### src/rtl/spc_pkg.sv
// shared types, constants and the square root digit step of the point classifier
// no dependencies

package spc_pkg;

   localparam int unsigned ID_W       = 16;
   localparam int unsigned LAYER_W    = 9;
   localparam int unsigned KIND_W     = 2;
   localparam int unsigned KIDX_W     = 15;
   localparam int unsigned NLAYERS_W  = 8;
   localparam int unsigned ROOT_W     = 10;
   localparam int unsigned REM_W      = 11;
   localparam int unsigned RAD_W      = 2 * ROOT_W;
   localparam int unsigned DATA_W     = 32;
   localparam int unsigned ADDR_W     = 3;
   localparam int unsigned REG_NUM_LAYERS = 0;

   localparam logic [KIND_W-1:0] KIND_CORNER   = 2'd0;
   localparam logic [KIND_W-1:0] KIND_EDGE     = 2'd1;
   localparam logic [KIND_W-1:0] KIND_INTERIOR = 2'd2;

   localparam logic [KIDX_W-1:0] CORNER_A = 15'd0;
   localparam logic [KIDX_W-1:0] CORNER_B = 15'd1;
   localparam logic [KIDX_W-1:0] CORNER_C = 15'd2;
   localparam logic [KIDX_W-1:0] EDGE_AB  = 15'd0;
   localparam logic [KIDX_W-1:0] EDGE_BC  = 15'd1;
   localparam logic [KIDX_W-1:0] EDGE_CA  = 15'd2;

   typedef struct packed {
      logic [REM_W-1:0]  rem;
      logic [ROOT_W-1:0] root;
   } spc_sqrt_type;

   typedef struct packed {
      logic [ID_W-1:0] last;
      logic [ID_W-1:0] first_last_row;
   } spc_limits_type;

   // one restoring digit of the integer square root
   function automatic spc_sqrt_type sqrt_step(input spc_sqrt_type s, input logic [1:0] pair);
      logic [REM_W+1:0] acc;
      logic [REM_W+1:0] trial;
      spc_sqrt_type     r;
      acc   = {s.rem, pair};
      trial = {1'b0, s.root, 2'b01};
      if (acc >= trial) begin
         r.rem  = REM_W'(acc - trial);
         r.root = {s.root[ROOT_W-2:0], 1'b1};
      end else begin
         r.rem  = REM_W'(acc);
         r.root = {s.root[ROOT_W-2:0], 1'b0};
      end
      return r;
   endfunction

endpackage

### src/rtl/spc_csr.sv
// layer count register with its register port, and the derived layout limits
// depends on spc_pkg

module spc_csr import spc_pkg::*; (
   input  logic                 clock,
   input  logic                 reset,
   input  logic                 psel,
   input  logic                 penable,
   input  logic                 pwrite,
   input  logic [ADDR_W-1:0]    paddr,
   input  logic [DATA_W-1:0]    pwdata,
   output logic [DATA_W-1:0]    prdata,
   output logic                 pready,
   output spc_limits_type       limits
);

   logic [NLAYERS_W-1:0] num_layers_ff, num_layers_in;
   spc_limits_type       limits_ff, limits_in;
   logic                 wr_en;
   logic [NLAYERS_W-1:0] l_clamped;
   logic [LAYER_W-1:0]   l_plus1;
   logic [LAYER_W-1:0]   l_plus2;
   logic [2*LAYER_W-1:0] prod;
   logic [ID_W-1:0]      last;

   assign pready = 1'b1;
   assign wr_en  = psel && penable && pwrite && pready && (paddr[ADDR_W-1] == 1'b0);

   always_comb begin
      num_layers_in = wr_en ? pwdata[NLAYERS_W-1:0] : num_layers_ff;
      l_clamped     = (pwdata[NLAYERS_W-1:0] == '0) ? NLAYERS_W'(1) : pwdata[NLAYERS_W-1:0];
      l_plus1       = LAYER_W'(l_clamped) + LAYER_W'(1);
      l_plus2       = LAYER_W'(l_clamped) + LAYER_W'(2);
      prod          = l_plus1 * l_plus2;
      last          = ID_W'(prod[2*LAYER_W-1:1] - 1'b1);
      limits_in     = limits_ff;
      if (wr_en) begin
         limits_in.last           = last;
         limits_in.first_last_row = last - ID_W'(l_clamped);
      end
   end

   always_ff @(posedge clock) begin
      if (reset) begin
         num_layers_ff            <= NLAYERS_W'(1);
         limits_ff.last           <= ID_W'(2);
         limits_ff.first_last_row <= ID_W'(1);
      end else begin
         num_layers_ff <= num_layers_in;
         limits_ff     <= limits_in;
      end
   end

   assign prdata = (paddr[ADDR_W-1] == 1'b0) ? DATA_W'(num_layers_ff) : '0;
   assign limits = limits_ff;

endmodule

### src/rtl/spc_root.sv
// two pipeline stages of the integer square root of 8n+1, five digits each
// depends on spc_pkg

module spc_root import spc_pkg::*; (
   input  logic              clock,
   input  logic              reset,
   input  logic              in_valid,
   input  logic [ID_W-1:0]   in_id,
   output logic              out_valid,
   output logic [ID_W-1:0]   out_id,
   output logic [ROOT_W-1:0] out_root
);

   localparam int unsigned HALF = ROOT_W / 2;

   logic [RAD_W-1:0]  rad;
   logic [RAD_W-1:0]  rad2;
   spc_sqrt_type      s1_in, s1_ff;
   spc_sqrt_type      s2_in;
   logic [ID_W-1:0]   id1_ff, id2_ff;
   logic [ROOT_W-1:0] root2_ff;
   logic              v1_ff, v2_ff;

   assign rad  = {1'b0, in_id, 3'b001};
   assign rad2 = {1'b0, id1_ff, 3'b001};

   always_comb begin
      s1_in = '0;
      for (int i = ROOT_W - 1; i >= int'(HALF); i--) begin
         s1_in = sqrt_step(s1_in, rad[2*i +: 2]);
      end
   end

   always_comb begin
      s2_in = s1_ff;
      for (int i = int'(HALF) - 1; i >= 0; i--) begin
         s2_in = sqrt_step(s2_in, rad2[2*i +: 2]);
      end
   end

   always_ff @(posedge clock) begin
      if (reset) begin
         v1_ff <= 1'b0;
         v2_ff <= 1'b0;
      end else begin
         v1_ff <= in_valid;
         v2_ff <= v1_ff;
      end
   end

   always_ff @(posedge clock) begin
      s1_ff    <= s1_in;
      id1_ff   <= in_id;
      root2_ff <= s2_in.root;
      id2_ff   <= id1_ff;
   end

   assign out_valid = v2_ff;
   assign out_id    = id2_ff;
   assign out_root  = root2_ff;

endmodule

### src/rtl/spc_classify.sv
// layer and triangular base stage, then index and point class stage
// depends on spc_pkg

module spc_classify import spc_pkg::*; (
   input  logic               clock,
   input  logic               reset,
   input  logic               in_valid,
   input  logic [ID_W-1:0]    in_id,
   input  logic [ROOT_W-1:0]  in_root,
   input  spc_limits_type     limits,
   output logic               out_valid,
   output logic [LAYER_W-1:0] out_layer,
   output logic [LAYER_W-1:0] out_index,
   output logic [KIND_W-1:0]  out_kind,
   output logic [KIDX_W-1:0]  out_kind_index,
   output logic               out_oor
);

   logic [ROOT_W-1:0]    root_m1;
   logic [LAYER_W-1:0]   lay_in;
   logic [ROOT_W-1:0]    lay_p1;
   logic [LAYER_W+ROOT_W-1:0] prod;
   logic [LAYER_W-1:0]   lay3_ff;
   logic [ID_W-1:0]      tri3_ff, id3_ff;
   logic                 v3_ff, v4_ff;

   logic [ID_W-1:0]      idx_full;
   logic [LAYER_W-1:0]   idx;
   logic [KIND_W-1:0]    kind_in;
   logic [KIDX_W-1:0]    kidx_in;
   logic                 oor_in;
   logic [ID_W-1:0]      interior;

   logic [LAYER_W-1:0]   layer_ff, index_ff;
   logic [KIND_W-1:0]    kind_ff;
   logic [KIDX_W-1:0]    kidx_ff;
   logic                 oor_ff;

   always_comb begin
      root_m1 = in_root - ROOT_W'(1);
      lay_in  = root_m1[ROOT_W-1:1];
      lay_p1  = ROOT_W'(lay_in) + ROOT_W'(1);
      prod    = lay_in * lay_p1;
   end

   always_comb begin
      idx_full = id3_ff - tri3_ff;
      idx      = idx_full[LAYER_W-1:0];
      interior = id3_ff - ID_W'({lay3_ff, 1'b0});
      oor_in   = 1'b0;
      kind_in  = KIND_CORNER;
      kidx_in  = CORNER_A;
      if (id3_ff > limits.last) begin
         oor_in = 1'b1;
      end else if (id3_ff == '0) begin
         kidx_in = CORNER_A;
      end else if (id3_ff == limits.last) begin
         kidx_in = CORNER_C;
      end else if (id3_ff == limits.first_last_row) begin
         kidx_in = CORNER_B;
      end else if (idx == '0) begin
         kind_in = KIND_EDGE;
         kidx_in = EDGE_AB;
      end else if (idx == lay3_ff) begin
         kind_in = KIND_EDGE;
         kidx_in = EDGE_CA;
      end else if (id3_ff > limits.first_last_row) begin
         kind_in = KIND_EDGE;
         kidx_in = EDGE_BC;
      end else begin
         kind_in = KIND_INTERIOR;
         kidx_in = interior[KIDX_W-1:0];
      end
   end

   always_ff @(posedge clock) begin
      if (reset) begin
         v3_ff <= 1'b0;
         v4_ff <= 1'b0;
      end else begin
         v3_ff <= in_valid;
         v4_ff <= v3_ff;
      end
   end

   always_ff @(posedge clock) begin
      lay3_ff  <= lay_in;
      tri3_ff  <= prod[ID_W:1];
      id3_ff   <= in_id;
      layer_ff <= lay3_ff;
      index_ff <= idx;
      kind_ff  <= kind_in;
      kidx_ff  <= kidx_in;
      oor_ff   <= oor_in;
   end

   assign out_valid      = v4_ff;
   assign out_layer      = layer_ff;
   assign out_index      = index_ff;
   assign out_kind       = kind_ff;
   assign out_kind_index = kidx_ff;
   assign out_oor        = oor_ff;

endmodule

### src/rtl/subdivision_point_classifier.sv
// top level of the subdivision point classifier: register port, root and class pipeline
// depends on spc_pkg, spc_csr, spc_root, spc_classify
//
//   channel   | handshake            | payload
//   ----------+----------------------+-----------------------------------------------
//   request   | start / busy         | req_point_id
//   response  | rsp_valid strobe     | rsp_layer, rsp_index_in_layer, rsp_point_kind,
//             |                      | rsp_kind_index, rsp_out_of_range
//   registers | psel/penable/pready  | paddr, pwdata, prdata (num_layers at 0)
//
// one item per clock, each result registered through the two square root stages
// and then through the layer and class stages
// busy stays low; the response is a one cycle strobe with no back-pressure
// synchronous reset clears the pipeline valid bits and sets num_layers to one

module subdivision_point_classifier import spc_pkg::*; (
   input  logic               clock,
   input  logic               reset,
   input  logic               start,
   output logic               busy,
   input  logic [ID_W-1:0]    req_point_id,
   output logic               rsp_valid,
   output logic [LAYER_W-1:0] rsp_layer,
   output logic [LAYER_W-1:0] rsp_index_in_layer,
   output logic [KIND_W-1:0]  rsp_point_kind,
   output logic [KIDX_W-1:0]  rsp_kind_index,
   output logic               rsp_out_of_range,
   input  logic               psel,
   input  logic               penable,
   input  logic               pwrite,
   input  logic [ADDR_W-1:0]  paddr,
   input  logic [DATA_W-1:0]  pwdata,
   output logic [DATA_W-1:0]  prdata,
   output logic               pready
);

   spc_limits_type    limits;
   logic              root_valid;
   logic [ID_W-1:0]   root_id;
   logic [ROOT_W-1:0] root;

   assign busy = 1'b0;

   spc_csr u_csr (
      .clock   (clock),
      .reset   (reset),
      .psel    (psel),
      .penable (penable),
      .pwrite  (pwrite),
      .paddr   (paddr),
      .pwdata  (pwdata),
      .prdata  (prdata),
      .pready  (pready),
      .limits  (limits)
   );

   spc_root u_root (
      .clock     (clock),
      .reset     (reset),
      .in_valid  (start && !busy),
      .in_id     (req_point_id),
      .out_valid (root_valid),
      .out_id    (root_id),
      .out_root  (root)
   );

   spc_classify u_classify (
      .clock          (clock),
      .reset          (reset),
      .in_valid       (root_valid),
      .in_id          (root_id),
      .in_root        (root),
      .limits         (limits),
      .out_valid      (rsp_valid),
      .out_layer      (rsp_layer),
      .out_index      (rsp_index_in_layer),
      .out_kind       (rsp_point_kind),
      .out_kind_index (rsp_kind_index),
      .out_oor        (rsp_out_of_range)
   );

endmodule

### config.mk
export PLATFORM = sky130hd
export DESIGN_NAME = subdivision_point_classifier
export DESIGN_NICKNAME = d
export VERILOG_FILES = /design/src/rtl/spc_pkg.sv /design/src/rtl/spc_csr.sv /design/src/rtl/spc_root.sv /design/src/rtl/spc_classify.sv /design/src/rtl/subdivision_point_classifier.sv
export SDC_FILE = /design/constraint.sdc
export NUM_CORES = 1
export LEC_CHECK = 0
export ABC_CLOCK_PERIOD_IN_PS = 20400
export BUFFER_PORTS_ARGS = -buffer_cell sky130_fd_sc_hd__buf_2
export CAP_MARGIN = 0
export CORE_MARGIN = 2
export CORE_UTILIZATION = 45
export DETAILED_ROUTE_END_ITERATION = 12
export GPL_ROUTABILITY_DRIVEN = 0
export HOLD_SLACK_MARGIN = 0.02
export PLACE_DENSITY = 0.66
export SKIP_CTS_REPAIR_TIMING = 1
export SLEW_MARGIN = 30
export SYNTH_ARGS = -nofsm -noshare
export SYNTH_HDL_FRONTEND = slang
export SYNTH_SLANG_ARGS = --single-unit
### constraint.sdc
create_clock -name clock -period 20.4 [get_ports clock]
set_input_delay 0 -clock clock [delete_from_list [all_inputs] [get_ports clock]]
set_output_delay 0 -clock clock [all_outputs]
set_load 0.005 [all_outputs]
# After elaboration in Yosys (flattened, before gate mapping)
# Cells that the tools add are included.
# op_classes
eq_ne,3
add_sub_neg,17
bitwise,1
mul,2
n_reduce_logical,11
n_lt_le_gt_ge,12
n_mux,21
# op_table
operator,count
$mux 21,9
$ge 13x12->1,9
$sub 11x11->11,8
$eq 16x16->1,2
$gt 16x16->1,2
$mul 9x9->17,1
$logic_not 16->1,1
$mux 8,2
$sub 16x1->16 const B,1
$sub 16x8->16,1
$sub 15x10->15,1
$mux 2,6
$add 9x1->10 const B,1
$mul 9x10->10,1
$sub 10x1->10 const B,1
$add 8x1->9 const B,1
$add 8x2->9 const B,1
$eq 9x9->1,1
$logic_not 9->1,1
$sub 9x9->9,1
$logic_not 8->1,1
$reduce_or 7->1,1
$reduce_or 6->1,1
$mux 1,4
other kinds (7),9
# totals
out_inout_bits,71
regBits,177
input_bits,57
wordCells,90

# Logic depth before layout (Yosys ltp)
# Gate-level depths: netlist of the first run.
# depth
ltp_word,10
mapped_depth,54
mapped_depth_nobuf,50

# Hierarchy
# From an unflattened synthesis of the first run, not the netlist that was laid out.
# unflattened
hier_cells,1870
hier_area_um2,15651.3
# modules_own_cells
mod,n_inst,area_each_um2,cells_each,seq_area_each_um2
spc_classify,1,5252.5,583,1441.4
spc_csr,1,5208.7,649,800.8
spc_root,1,5178.7,636,1161.1
subdivision_point_classifier,1,11.3,2,0.0

# Worst setup path after synthesis of the first run
# OpenSTA, ideal clock, no wires.
# synth_path
kind,register to register
startpoint,register u_root.s1_ff[1] (netlist name)
endpoint,"register u_root.root2_ff[0], in the netlist u_root.out_root[0]"
t_arrival_ns,8.832
required_ns,20.278
path_buffers,4
path_slack_ns,11.445
stages_incl_launch_ff,50
setup_ns,0.122
path_cell_list,dfxtp_1 > inv_1 > ha_1 > o21ai_0 > a221oi_4 > or2_4 > buf_6 > nor2_1 > a21oi_1 > ha_1 > a21o_1 > a21oi_1 > o21bai_1 > a221oi_1 > nand2_2 > or3_4 > clkbuf_1 > mux2_2 > [14 not listed] > or4_4 > a31oi_1 > o221ai_1 > nor2b_1 > buf_6 > xnor2_1 > ha_1 > o21a_1 > o21a_1 > o21ai_0 > nand2b_1 > a21oi_1 > nor2b_1 > o21ai_0 > nand2b_1 > a21oi_1 > o221ai_1 > a311o_1
# synth_lines
element,line,rtl
start: declaration,spc_root.sv:18,"spc_sqrt_type s1_in, s1_ff;"
start signal: assignment,spc_root.sv:52,s1_ff <= s1_in;
end signal: assignment,spc_root.sv:54,root2_ff <= s2_in.root;
end: declaration,spc_root.sv:21,logic [ROOT_W-1:0] root2_ff;

==> reports/results.txt, run 1 <==
drt via density - 5.271
Hold Crit Class - in2reg
CTS clk-pin slew, worst paths - 0.07 ns
Fmax achieved - 0.09010 GHz
ANT nets after route - 0
commonest non-fill, non-tap cell in the layout - inv_1
drt wl/cell - 15.15 um
Total GRT Usage - 0.2050
Buffers on Ports - 75
number of flops mapped to enable cells by yosys - 0
period utilization - 0.5441
CP startpoint - u_root.s1_ff[4]$_DFF_P_
die area - 0.03357 mm2
CTS tree - built
slowest CP cell - nand3_1
Crit path max-delay family - compound AO/OA/AOI/OAI gates
Hold Path Origin - reset
max_cap viols - 0
number of global-route vias before repair - 11550
critical path data arrival time - 11.41 ns
final hold violations - 0
first-pass GRT wire length - 55.85 mm
Synth cell types - 94
Slew Limit Fails - 0
# setup viols final - 0
row count - 65
worst r2r src - u_root.s1_ff[4]$_DFF_P_
commonest non-fill, non-tap cells in the layout - inv_1 (230), ha_1 (179), dfxtp_1 (170)
io pins - 128
antenna violations before repair - 0
Final Critical Period - 11.10 ns
Syn Area/Cell - 8.517 um2
Sink Count - 170
Die Y - 183.2 um
WL final - 33.28 mm
clk_skew - 0.01903 ns
Pre-Repair DR Iteration Count - 4
CP endpoint kind - flop
status - completed
setup TNS - 0 ns
Via Count - 11580
Layout area overhead - 10.12%
# diodes - 0
relative slew slack - 0.3636
largest net degree at the start of global routing - 45
critical path fanouts, max - 15
#FFs+latches synth - 170
Initial DRC Count - 560
YS warnings - 0
drt drc - 0
Detailed Place HPWL - 26.41 mm
Worst-Margin Slew - 0.9513 ns
Seq/Total Area, Yosys - 0.2355
Root Buffer - clkbuf_16
worst skew pair latency - 0.44 ns
clk buf depth - 2
CP max stage delay - 0.62 ns
# nets final - 2093
Post-Syn Area - 0.01445 mm2
critical path class - reg2reg
Initial Util - 0.4580
top_reg_cell synth - dfxtp_1
CP Buf/Inv Count - 3
Die W - 183.2 um
RSZ-0062 raised after global routing - false
H-tree depth - 4
CP required - 20.71 ns
Post-Synthesis Cells - 1697
fillers - 3036
Worst setup SP type - flop
Num CTS Buffers - 17
share of cells above drive strength 1 - 0.08524
total gr overflow - 0
share of synthesized flip-flops with an asynchronous set or reset - 0
core area - 0.03156 mm2
-- per-stage QoR --
| step | std cells | util | setup WS (ns) | area, um2 | hold slack, ns |
|---|---|---|---|---|---|
| CTS | 2172 | 0.4964 | 9.458 | 15670 | -0.3566 |
| finish | 2197 | 0.5044 | 9.301 | 15920 | 0.1437 |
| global placement | 2140 | 0.4778 | 9.639 | 15080 | 0.1030 |
| floorplan | 1724 | - | 11.45 | 14550 | 0.02772 |
| global route | 2197 | 0.5044 | 8.413 | 15920 | 0.1722 |
| detailed placement | 2140 | 0.4778 | 9.505 | 15080 | 0.1036 |
-- area by class of cell --
cell class                 count  area [um2]  area share
inverter                     235       884.6     0.05558
tap                          402       503.0     0.03160
clock inverter                12       140.1    0.008805
multi-input combinational   1254        9882      0.6209
timing repair buffer         104       655.6     0.04119
clock buffer                  20       446.7     0.02807
sequential                   170        3403      0.2138
-- cells in the mapped netlist, drive strengths merged (4+ instances only) --
master / n / area [um2]
mux2i: 6 / 72.57
nor3b: 8 / 60.06
a211oi: 14 / 105.1
nor3: 36 / 196.4
o21ai: 55 / 279.0
or3: 13 / 91.34
nand4: 8 / 50.05
mux2: 12 / 142.6
xnor2: 114 / 998.5
nor4b: 4 / 50.05
o31ai: 10 / 75.07
inv: 234 / 880.9
nand2b: 24 / 150.1
a31oi: 8 / 50.05
clkbuf: 30 / 112.6
nor4: 20 / 146.4
nor2b: 33 / 206.5
buf: 35 / 271.5
ha: 179 / 2240
fa: 75 / 1501
o311ai: 4 / 50.05
a21oi: 85 / 429.2
a21boi: 7 / 52.55
o211ai: 5 / 37.54
nand3: 30 / 150.1
a31o: 4 / 35.03
and2: 18 / 112.6
nor2: 129 / 484.2
o21bai: 12 / 90.09
xor2: 28 / 245.2
a21o: 35 / 262.8
o21a: 21 / 157.7
nand3b: 7 / 52.55
or2: 9 / 58.81
o221ai: 4 / 35.03
dfxtp: 170 / 3403
or4: 7 / 56.30
and3: 4 / 25.02
nand2: 149 / 561.8
-- path summary, 6_finish.rpt --
check / cells past startpoint / slack, ns / endpoint
worst max-delay path: 45 / 9.30 / u_root.out_root[0]$_DFF_P_
worst min-delay path: 2 / 0.14 / u_classify.out_valid$_SDFF_PP0_
worst max register to register: 45 / 9.30 / u_root.out_root[0]$_DFF_P_
worst min register to register: 0 / 0.32 / u_classify.id3_ff[8]$_DFF_P_
-- routing by layer --
layer  vias up  GRT usage  wire, um
li1       5800          -         -
met1      5436     0.2650     15470
met2       302     0.3468     15450
met3        42    0.04289      1736
met4         0    0.05632       634
met5         -          0         0
-- cell families after synthesis --
kind of cell	after synthesis	share of synthesized area
fa+ha+maj	254	0.2589
other cells	2	0.0005196
xor+xnor	143	0.08761
mux	18	0.01489
compound gates	301	0.1390
buf+inv	300	0.08778
simple gates	509	0.1759
flops	170	0.2355
-- registers in the layout, indices dropped and copies added (netlist names), 2 cells and up --
signal	flops
u_classify.id3_ff	16
u_classify.lay3_ff	9
u_classify.out_index	9
u_classify.out_kind	2
u_classify.out_kind_index	15
u_classify.out_layer	9
u_classify.tri3_ff	9
u_csr.limits	32
u_csr.num_layers_ff	8
u_root.id1_ff	15
u_root.out_id	16
u_root.out_root	9
u_root.s1_ff	16
Power of run 1 is left out: the tool's default activity adds up to more than one toggle a clock period on the data nets, which glitch-free logic cannot reach.
==> run 2: changes to the inputs <==
--- a/config.mk
+++ b/config.mk
@@ -5,7 +5,7 @@
 export SDC_FILE = /design/constraint.sdc
 export NUM_CORES = 1
 export LEC_CHECK = 0
-export ABC_CLOCK_PERIOD_IN_PS = 20400
+export ABC_CLOCK_PERIOD_IN_PS = 9650
 export BUFFER_PORTS_ARGS = -buffer_cell sky130_fd_sc_hd__buf_2
 export CAP_MARGIN = 0
 export CORE_MARGIN = 2
@@ -13,7 +13,7 @@
 export DETAILED_ROUTE_END_ITERATION = 12
 export GPL_ROUTABILITY_DRIVEN = 0
 export HOLD_SLACK_MARGIN = 0.02
-export PLACE_DENSITY = 0.66
+export PLACE_DENSITY = 0.68
 export SKIP_CTS_REPAIR_TIMING = 1
 export SLEW_MARGIN = 30
 export SYNTH_ARGS = -nofsm -noshare
==> constraint.sdc (replaced) <==
create_clock -name clock -period 9.65 [get_ports clock]
set_input_delay 0 -clock clock [delete_from_list [all_inputs] [get_ports clock]]
set_output_delay 0 -clock clock [all_outputs]
set_load 0.005 [all_outputs]
==> run 2 against run 1 <==
Final area increased by 2.6%. Hold slack improved by 0.0021 ns. Core utilization increased by 1.3 points. Sequential share of layout area decreased by 0.53 points. Global-route usage increased by 0.10 points. Final cell count increased by 1.0%. Die area unchanged. Flip-flop and latch count unchanged. Critical endpoint unchanged. Largest cell class unchanged.
==> reports/results.txt, run 2 (synthesis results as in run 1) <==
pre-CTS setup slack - 0.04268 ns
Worst R2R Path Depth - 47
clk buf depth - 2
CTS tree - built
drt via density - 5.306
# diodes - 0
fillers - 2951
Slew Limit Fails - 0
worst skew pair latency - 0.44 ns
row count - 65
Die W - 183.2 um
relative slew slack - 0.4576
met1 WL - 15.72 mm
WL final - 34.07 mm
DR top layer - met4
Via Count - 11770
critical path fanouts, max - 6
Hold Crit Class - in2reg
Worst setup SP type - flop
critical path data arrival time - 9.42 ns
Buffers on Ports - 75
antenna violations before repair - 0
Initial DRC Count - 743
Total GRT Usage - 0.2060
period utilization - 0.9418
Detailed Place HPWL - 26.58 mm
CP max stage delay - 0.58 ns
CP endpoint kind - flop
slowest CP cell - or3_2
Layout area overhead - 12.93%
CP required - 9.98 ns
Worst R2R End - u_root.out_root[0]$_DFF_P_
worst r2r src - u_root.s1_ff[1]$_DFF_P_
H-tree depth - 4
Hold Path Origin - reset
Reg2Reg Setup Slack - 0.56 ns
Sink Count - 170
design area - 0.01632 mm2
# setup viols final - 0
die area - 0.03357 mm2
Pre-Repair DR Iteration Count - 5
drt drc - 0
Hold Crit Depth - 2
status - completed
first-pass GRT wire length - 56.06 mm
clk_skew - 0.008722 ns
io pins - 128
max reg flops - 32
share of cells above drive strength 1 - 0.1106
drt wl/cell - 15.35 um
largest net degree at the start of global routing - 45
post-layout util - 0.5172
metal2 WL - 15.93 mm
Root Buffer - clkbuf_16
Worst-Margin Slew - 0.8077 ns
commonest non-fill, non-tap cell in the layout - inv_1
commonest non-fill, non-tap cells in the layout - inv_1 (227), ha_1 (174), dfxtp_1 (170)
Fmax achieved - 0.1100 GHz
Final Critical Period - 9.088 ns
core area - 0.03156 mm2
# nets final - 2115
critical path class - reg2reg
final setup margin - 0.5618 ns
met3 wire length - 1.629 mm
dpl cell area - 0.01514 mm2
CTS clk-pin slew, worst paths - 0.07 ns
number of global-route vias before repair - 11420
max_cap viols - 0
Die Y - 183.2 um
hold endpoint - u_classify.v3_ff$_SDFF_PP0_
final hold violations - 0
Initial Util - 0.4580
Num CTS Buffers - 17
ANT nets after route - 0
total gr overflow - 0
most numerous cell on the critical path - ha_1
## run 2: cell types whose count changed in the layout (fill, tap and decap cells not counted), sizes merged, moves of 2 or more
cell    change
buf        +19
clkinv      -3
clkbuf      -2
inv         +2
bufinv      +2
## run 2: metal layers
metal  vias to the layer above  GRT usage
met2                       312     0.3436
met5                         -          0
met4                         0    0.06464
met1                      5569     0.2755
met3                        56    0.02998
li1                       5837          -
## run 2: critical path: cells and delay by family, from the launching register on
kind / cells / cell delay [ns]
compound gates: 19 / 3.17
fa+ha+maj: 5 / 1.51
mux: 1 / 0.30
buf+inv: 5 / 0.75
flops: 1 / 0.31
xor+xnor: 2 / 0.27
simple gates: 15 / 2.65
## run 2: worst max path at each step
stage          slack (ns)                    endpoint  cells after the start                     from
4_1_cts             0.004  u_root.out_root[0]$_DFF_P_                     47  u_root.s1_ff[2]$_DFF_P_
5_1_grt             -0.03  u_root.out_root[0]$_DFF_P_                     49  u_root.s1_ff[0]$_DFF_P_
3_3_place_gp         0.28  u_root.out_root[0]$_DFF_P_                     49  u_root.s1_ff[1]$_DFF_P_
2_1_floorplan        0.70  u_root.out_root[0]$_DFF_P_                     49  u_root.s1_ff[1]$_DFF_P_
6_report             0.56  u_root.out_root[0]$_DFF_P_                     47  u_root.s1_ff[1]$_DFF_P_
3_5_place_dp         0.04  u_root.out_root[0]$_DFF_P_                     47  u_root.s1_ff[2]$_DFF_P_
## run 2: metrics by stage
stage | hold slack, ns | std cells | setup TNS [ns]
floorplan | 0.02772 | 1724 | 0
global placement | 0.1041 | 2148 | 0
detailed placement | 0.1036 | 2148 | 0
CTS | -0.3590 | 2180 | 0
global route | 0.1780 | 2219 | -0.03271
finish | 0.1458 | 2219 | 0
## run 2: area by class of cell
class / instances / area (um2) / share of cell area
Timing Repair Buffer: 123 / 798.3 / 0.04891
Sequential cell: 170 / 3403 / 0.2085
Inverter: 235 / 887.1 / 0.05435
Tap cell: 402 / 503.0 / 0.03082
Clock buffer: 18 / 439.2 / 0.02691
Multi-Input combinational cell: 1257 / 10080 / 0.6178
Clock inverter: 14 / 207.7 / 0.01273
Power of run 2 is left out for the same reason.
==> run 3: changes to the inputs <==
--- a/config.mk
+++ b/config.mk
@@ -9,11 +9,11 @@
 export BUFFER_PORTS_ARGS = -buffer_cell sky130_fd_sc_hd__buf_2
 export CAP_MARGIN = 0
 export CORE_MARGIN = 2
-export CORE_UTILIZATION = 45
+export CORE_UTILIZATION = 38
 export DETAILED_ROUTE_END_ITERATION = 12
 export GPL_ROUTABILITY_DRIVEN = 0
 export HOLD_SLACK_MARGIN = 0.02
-export PLACE_DENSITY = 0.68
+export PLACE_DENSITY = 0.6
 export SKIP_CTS_REPAIR_TIMING = 1
 export SLEW_MARGIN = 30
 export SYNTH_ARGS = -nofsm -noshare
==> run 3 against run 2 <==
Final cell count up 4.7%. Critical path type unchanged. Sequential share of layout area about the same. Fmax up 0.15%. Final area up 0.22%. First-iteration DRC count down 2.4%. Critical path depth unchanged. Setup slack better by 0.014 ns.
==> reports/results.txt, run 3 (synthesis results as in run 1) <==
# setup viols final - 0
total gr overflow - 0
Fmax achieved - 0.1102 GHz
period utilization - 0.9404
drt wl/cell - 14.71 um
Initial DRC Count - 725
core area - 0.03758 mm2
Via Count - 11550
row count - 71
Final Critical Period - 9.075 ns
Total GRT Usage - 0.1765
ANT nets after route - 0
number of global-route vias before repair - 11370
drt via density - 4.973
CP endpoint kind - flop
Initial Util - 0.3846
post-layout util - 0.4353
fillers - 3738
critical path data arrival time - 9.38 ns
io pins - 128
commonest non-fill, non-tap cell in the layout - inv_1
# diodes - 0
Hold Crit Class - in2reg
critical path fanouts, max - 13
Root Buffer - clkbuf_16
Buffers on Ports - 75
Reg area - 0.003406 mm2
Die W - 199.0 um
CP required - 9.96 ns
Multi-input gate area - 0.01002 mm2
final hold violations - 0
worst r2r src - u_root.s1_ff[0]$_DFF_P_
WL final - 34.17 mm
share of cells above drive strength 1 - 0.1076
max reg flops - 32
CTS clk-pin slew, worst paths - 0.07 ns
relative slew slack - 0.3799
Detailed Place HPWL - 27.47 mm
# nets final - 2111
slowest CP cell - or4_4
Worst setup SP type - flop
first-pass GRT wire length - 56.09 mm
most numerous cell on the critical path - a21oi_1
clk_skew - 0.007279 ns
max_cap viols - 0
Hold Path Origin - reset
Die Y - 199.0 um
die area - 0.03961 mm2
Layout area overhead - 13.19%
CP max stage delay - 0.45 ns
antenna violations before repair - 0
largest net degree at the start of global routing - 45
Hold WS - 0.1363 ns
worst skew pair latency - 0.43 ns
Num CTS Buffers - 17
status - completed
Reg2Reg Setup Slack - 0.58 ns
Sink Count - 170
Pre-Repair DR Iteration Count - 5
critical path class - reg2reg
CP startpoint - u_root.s1_ff[0]$_DFF_P_
Worst-Margin Slew - 0.9270 ns
clk buf depth - 2
CTS tree - built
drt drc - 0
H-tree depth - 4
commonest non-fill, non-tap cells in the layout - inv_1 (226), ha_1 (173), dfxtp_1 (168)
Slew Limit Fails - 0
==> run 3: changes by cell type in the layout (fill, tap and decap cells not counted), sizes merged <==
cell	delta
clkbuf	+2
buf	-2
or3	-1
clkinvlp	-2
bufinv	-1
nand3	-1
==> run 3: final cells by class <==
cell class | instances | area share
Tap cell | 511 | 0.03909
Clock inverter | 11 | 0.009714
Sequential cell | 170 | 0.2082
Inverter | 235 | 0.05408
Timing Repair Buffer | 121 | 0.04788
Clock buffer | 20 | 0.02853
Multi-Input combinational cell | 1255 | 0.6125
==> run 3: path summary, 6_finish.rpt <==
kind / end / cells past startpoint
setup / recovery: u_root.out_root[0]$_DFF_P_ / 47
hold / removal: u_classify.out_valid$_SDFF_PP0_ / 2
setup reg to reg: u_root.out_root[0]$_DFF_P_ / 47
hold reg to reg: u_root.out_id[9]$_DFF_P_ / 0
==> run 3: per-layer routing <==
| layer | global-route usage | part of all wire |
|---|---|---|
| met5 | 0 | 0 |
| met4 | 0.03897 | 0.016 |
| met3 | 0.02475 | 0.040 |
| met2 | 0.2966 | 0.47 |
| met1 | 0.2397 | 0.48 |
==> run 3: worst max-delay path, delay by kind of cell, from the launching register on <==
family | cells | cell delay, ns
AOI/OAI and AO/OA | 21 | 3.77
and+or+nand+nor | 15 | 2.28
adders and majority gates | 5 | 1.65
buffers and inverters | 4 | 0.43
DFF | 1 | 0.35
muxes | 1 | 0.30
xor gates and xnor gates | 1 | 0.16
==> run 3: through the flow <==
step | instance area (um2) | worst slack, ns | TNS (ns) | instances
finish | 16360 | 0.5753 | 0 | 2323
global route | 16360 | -0.004179 | -0.004179 | 2323
CTS | 15940 | 0.03110 | 0 | 2293
detailed placement | 15310 | 0.09396 | 0 | 2262
global placement | 15310 | 0.3151 | 0 | 2262
floorplan | 14550 | 0.6955 | 0 | 1724
Power of run 3 is left out for the same reason.
